[config.mk]
export PLATFORM = sky130hd
export DESIGN_NAME = cdr_front
export DESIGN_NICKNAME = d
export VERILOG_FILES = /design/src/design/cdr_pkg.sv /design/src/design/cdr_front.sv
export SDC_FILE = /design/constraint.sdc
export NUM_CORES = 1
export LEC_CHECK = 0
export BUFFER_PORTS_ARGS = -buffer_cell sky130_fd_sc_hd__clkbuf_2
export CAP_MARGIN = 10
export CORE_MARGIN = 3
export CORE_UTILIZATION = 45
export CTS_CLUSTER_SIZE = 14
export DETAILED_ROUTE_END_ITERATION = 16
export PLACE_DENSITY = 0.71
export SYNTH_ARGS = -nofsm -noshare
export SYNTH_HDL_FRONTEND = slang
export SYNTH_SLANG_ARGS = --single-unit
[constraint.sdc]
create_clock -name clk_i -period 8.45 [get_ports clk_i]
set_input_delay 0.4225 -clock clk_i [delete_from_list [all_inputs] [get_ports clk_i]]
set_output_delay 0.4225 -clock clk_i [all_outputs]
set_load 0.01 [all_outputs]
[src/design/cdr_pkg.sv]
// ----------------------------------------------------------------------------
// cdr_pkg
// Shared types and constants of the consumer directory reflector.
// ----------------------------------------------------------------------------
package cdr_pkg;

  localparam int TABLE_ENTRIES = 1024;
  localparam int IDX_W         = $clog2(TABLE_ENTRIES);
  localparam int NODE_W        = 4;
  localparam int ADDR_W        = 48;
  localparam int LOC_W         = 32;
  localparam int TAG_W         = ADDR_W - IDX_W;
  localparam int CNT_W         = 32;
  localparam int START_W       = 6;
  localparam int CFG_IDX_W     = 2;

  localparam logic [CNT_W-1:0] TAG_STEP          = CNT_W'(32);
  localparam logic [CNT_W-1:0] SECOND_TAG_OFFSET = CNT_W'(16);

  typedef enum logic [CFG_IDX_W-1:0] {
    CFG_ENABLE     = 2'd0,
    CFG_TWO_ENABLE = 2'd1,
    CFG_ALL_MISSES = 2'd2,
    CFG_START_TAG  = 2'd3
  } cfg_index_e;

  typedef struct packed {
    logic               enable;
    logic               two_enable;
    logic               all_misses;
    logic               tag_load;
    logic [START_W-1:0] tag_load_value;
  } cfg_t;

  // Classified request passed from the front to the back.
  typedef struct packed {
    logic              is_record;
    logic [NODE_W-1:0] node;
    logic [ADDR_W-1:0] addr;
    logic [LOC_W-1:0]  loc;
  } item_t;

  // One directory entry as held in the RAM.
  typedef struct packed {
    logic              tag_valid;
    logic [TAG_W-1:0]  tag;
    logic [NODE_W-1:0] recent_node;
    logic [LOC_W-1:0]  recent_loc;
    logic              prior_valid;
    logic [NODE_W-1:0] prior_node;
    logic [LOC_W-1:0]  prior_loc;
  } entry_t;

  localparam int ENTRY_W = $bits(entry_t);

endpackage

[src/design/cdr_front.sv]
// ----------------------------------------------------------------------------
// cdr_front
// Accepts input requests, drops those that have no effect and queues the rest
// in a two-entry queue for the back end.
// ----------------------------------------------------------------------------
module cdr_front (
  input  logic                  clk_i,
  input  logic                  rst_ni,
  input  cdr_pkg::cfg_t         cfg_i,
  input  logic                  clearing_i,
  input  logic                  in_valid_i,
  output logic                  in_stall_o,
  input  logic                  action_i,
  input  logic [3:0]            node_i,
  input  logic [47:0]           block_address_i,
  input  logic [31:0]           location_i,
  input  logic                  read_not_predicted_i,
  input  logic                  coherence_fill_i,
  input  logic                  fetch_i,
  output logic                  q_valid_o,
  output cdr_pkg::item_t        q_item_o,
  input  logic                  q_pop_i
);
  import cdr_pkg::*;

  item_t       mem_q [2];
  logic        wr_ptr_q, wr_ptr_d;
  logic        rd_ptr_q, rd_ptr_d;
  logic [1:0]  count_q, count_d;
  logic        keep;
  logic        push;
  item_t       new_item;

  // While enabled, only records and requests that pass the filter reach the directory.
  always_comb begin
    keep = 1'b0;
    if (cfg_i.enable) begin
      if (!action_i) begin
        keep = 1'b1;
      end else begin
        keep = read_not_predicted_i && !fetch_i && (cfg_i.all_misses || coherence_fill_i);
      end
    end
  end

  assign in_stall_o = clearing_i || (count_q == 2'd2);
  assign push       = in_valid_i && !in_stall_o && keep;

  always_comb begin
    new_item.is_record = !action_i;
    new_item.node      = node_i;
    new_item.addr      = block_address_i;
    new_item.loc       = location_i;
  end

  always_comb begin
    wr_ptr_d = wr_ptr_q;
    rd_ptr_d = rd_ptr_q;
    count_d  = count_q;
    if (push) begin
      wr_ptr_d = !wr_ptr_q;
    end
    if (q_pop_i) begin
      rd_ptr_d = !rd_ptr_q;
    end
    if (push && !q_pop_i) begin
      count_d = count_q + 2'd1;
    end else if (!push && q_pop_i) begin
      count_d = count_q - 2'd1;
    end
  end

  always_ff @(posedge clk_i or negedge rst_ni) begin
    if (!rst_ni) begin
      wr_ptr_q <= 1'b0;
      rd_ptr_q <= 1'b0;
      count_q  <= 2'd0;
    end else begin
      wr_ptr_q <= wr_ptr_d;
      rd_ptr_q <= rd_ptr_d;
      count_q  <= count_d;
    end
  end

  always_ff @(posedge clk_i) begin
    if (push) begin
      mem_q[wr_ptr_q] <= new_item;
    end
  end

  assign q_valid_o = (count_q != 2'd0);
  assign q_item_o  = mem_q[rd_ptr_q];

endmodule

==> out/qor.csv <==
stage,metric,value,unit
outcome,status,"complete, no violations",
logic_synthesis,area of the mapped netlist,0.00657,sq mm
logic_synthesis,"EDFF count, synth",170,
detailed_routing,drt wl/cell,17.0,um
clock_network,clock transition at the registers of the reported paths,0.07,ns
detailed_routing,post-route ant nets,0,
global_routing,largest net degree at the start of global routing,59,
logic_synthesis,Synth area leaders,"edfxtp_1 (78%), mux2_4 (9.1%), mux2_2 (7.7%)",
final_layout,multi-input gate area in the final layout,0.00123,sq mm
detailed_routing,DR WL met3,1020,um
setup_path,worst endpoint data arrival time,2.58,ns
power,Worst VDD drop,0.175,mV
timing,max_slew headroom,36.6,%
detailed_routing,Post-route DRC,0,
global_routing,global-route wire length before repair,18100,um
power,pwr/cell area,290,mW/mm^2
logic_synthesis,Main synth FF type,edfxtp_1,
logic_synthesis,Post-Syn Instances,290,
global_routing,All-Layer GR Usage,14.8,%
setup_path,Crit Path Max Fanout,58,
timing,Slew @ Worst Pin,0.949,ns
global_routing,initial antenna violation count,0,
worst_hold_path,hold_sp,node_i[3],
die,Die W,127,um
clock_network,Clock Path Buffers,2,
setup_path,Worst Setup Start Kind,register,
die,die area,0.0161,sq mm
final_layout,layout cells sized above 1,61.8,%
timing,Final min period,3.01,ns
global_routing,vias in the first global route,3575,
place,port buffer count,181,
setup_path,WP data required,8.03,ns
detailed_routing,met2 WL,5860,um
clock_network,setup bufs post-CTS,0,
die,Die Y,127,um
worst_hold_path,Hold Path Class,in -> reg,
logic_synthesis,synth warn,0,
power,power consumption,2.39,mW
power,Lkg Pwr,3.23,nW
job,# Max-Cap Violations,0,
final_layout,P&R area growth vs syn,25.4,%
logic_synthesis,syn_nets,394,
place,GPL Wtd Cong,0.695,
clock_network,CTS tree,yes,
clock_network,Root Buffer,clkbuf_16,
timing,unrepaired setup endpoints after global routing,no,
timing,Clock Skew,0.00721,ns
setup_path,FF-to-FF Start,count_q[0]$_DFFE_PN0P_,
timing,Max Fclk,333,MHz
logic_synthesis,number of distinct library cells after synthesis,19,
die,IO Count,190,
setup_path,Crit. Startpoint,rd_ptr_q$_DFFE_PN0P_,
timing,# setup viols final,0,
timing,pins over their slew limit,0,
detailed_routing,First-pass DRT Iterations,4,
clock_network,# H-tree levels,4,
setup_path,Worst Setup End Kind,output port,
logic_synthesis,"Async S/R FF share, synth",2.30,%
logic_synthesis,sequential share of the synthesized area,79.3,%
timing,Final Hold Fails,0,
logic_synthesis,most instantiated cells after synthesis,"edfxtp_1 (170), mux2_2 (45), mux2_4 (40), inv_1 (5)",
clock_network,number of buffers created by CTS,17,
logic_synthesis,cell with the most instances after synthesis,edfxtp_1,
detailed_routing,Avg Vias per Cell,4.85,
final_layout,fillers,1100,
global_routing,gr ovfl total,0,
timing,Final period util,35.6,%
detailed_routing,Detailed Route WL,11500,um
detailed_routing,DRT iter0 DRCs,227,
logic_synthesis,syn avg cell area,22.6,sq um
clock_network,clock sinks,174,
detailed_routing,wl on met1,4490,um
logic_synthesis,Synth area leader,edfxtp_1,
place,hpwl dp,7630,um
final_layout,Antenna Cells,0,
final_layout,Sequential Area,0.00521,sq mm
timing,final setup TNS,0,ns
clock_network,Clock Latency Late Sink,0.42,ns
logic_synthesis,Synth top area share,77.8,%
die,Core ar.,0.0141,sq mm
logic_synthesis,"flops & latches, synth",174,
setup_path,Worst Setup Path Type,reg -> out,
die,row cnt,43,
detailed_routing,Top Metal Used,met4,
detailed_routing,vias,3289,
die,Starting Density,46.6,%
final_layout,Final #Nets,589,
==> final cells by class <==
cell class,instances,share of cell area (%)
multi-input cells,100,14.9
well taps,180,2.73
clock buffers,17,5.17
inverters,6,0.273
repair buffers,186,11.5
flip-flops and latches,174,63.2
clock inverters,15,2.20
==> metrics by stage <==
stage	cell area, sq um	setup WS (ns)	hold WS (ns)	std cells	utilization [%]
after detailed placement	7620	5.26	0.237	645	54.0
after global routing	8240	5.22	0.161	678	58.4
final	8240	5.44	0.188	678	58.4
after CTS	8240	5.39	0.168	678	58.4
after global placement	7620	5.29	0.234	645	54.0
after floorplan	6570	3.50	0.127	290	-
==> flip-flops by register name (all words and copies together), names as in the netlist <==
name,flops
wr_ptr_q,1
count_q,2
mem_q,170
rd_ptr_q,1
==> layout by cell type (no fill, tap or decap), drive strengths merged <==
| master | instances |
|---|---|
| clkbuf | 198 |
| edfxtp | 170 |
| mux2 | 85 |
| inv | 12 |
| buf | 4 |
| clkinv | 4 |
| dfrtp | 4 |
| nor2 | 4 |
| xor2 | 3 |
| bufinv | 3 |
| xnor2 | 2 |
| clkinvlp | 2 |
| nand2b | 1 |
| o21ai | 1 |
| a21oi | 1 |
| nand4 | 1 |
| or2 | 1 |
| ha | 1 |
| dlygate4sd3 | 1 |
==> power breakdown <==
group          internal, mW  switching, mW
combinational         0.296          0.250
clock                 0.470          0.328
sequential            0.996         0.0520
total                  1.76          0.630
==> critical path: stages (launching register included) <==
cell	delay [ns]
dfrtp_4	0.76
buf_4	0.76
mux2_2	0.43
clkbuf_2	0.13
==> what timing repair did <==
| item | 4_1_cts | 5_1_grt |
|---|---|---|
| gates resized for setup | 0 | 0 |
| hold buffers | 1 | 0 |
| hold endpoints to repair | 4 | 0 |
==> cell families (layout without fill, tap and decap cells) <==
group                    count (synthesis)  count (layout)  share of synthesized area (%)
flip-flops                             174             174                           79.3
buffers and inverters                   16             224                           2.27
AND/OR/NAND/NOR                          7               7                          0.515
XOR/XNOR                                 5               5                          0.667
multiplexers                            85              85                           16.9
AO/OA/AOI/OAI                            2               2                          0.210
adder cells (fa/ha/maj)                  1               1                          0.191
==> per-layer routing <==
metal / vias to the layer above / track usage [%]
li1: 1527 / -
met1: 1620 / 17.1
met2: 130 / 24.6
met3: 12 / 7.16
met4: 0 / 4.42
met5: - / 0
==> worst paths after layout <==
check | slack, ns | end | cells after the start
worst max register to register | 5.51 | mem_q[1][13]$_DFFE_PP_ | 5
worst max-delay path | 5.44 | q_item_o[10] | 3
worst min register to register | 0.54 | count_q[1]$_DFFE_PN0P_ | 1
worst min-delay path | 0.19 | mem_q[0][83]$_DFFE_PP_ | 1
min in group asynchronous | 0.37 | count_q[1]$_DFFE_PN0P_ | 2
max in group asynchronous | 7.94 | rd_ptr_q$_DFFE_PN0P_ | 2
(Power assumes the default switching activity.)
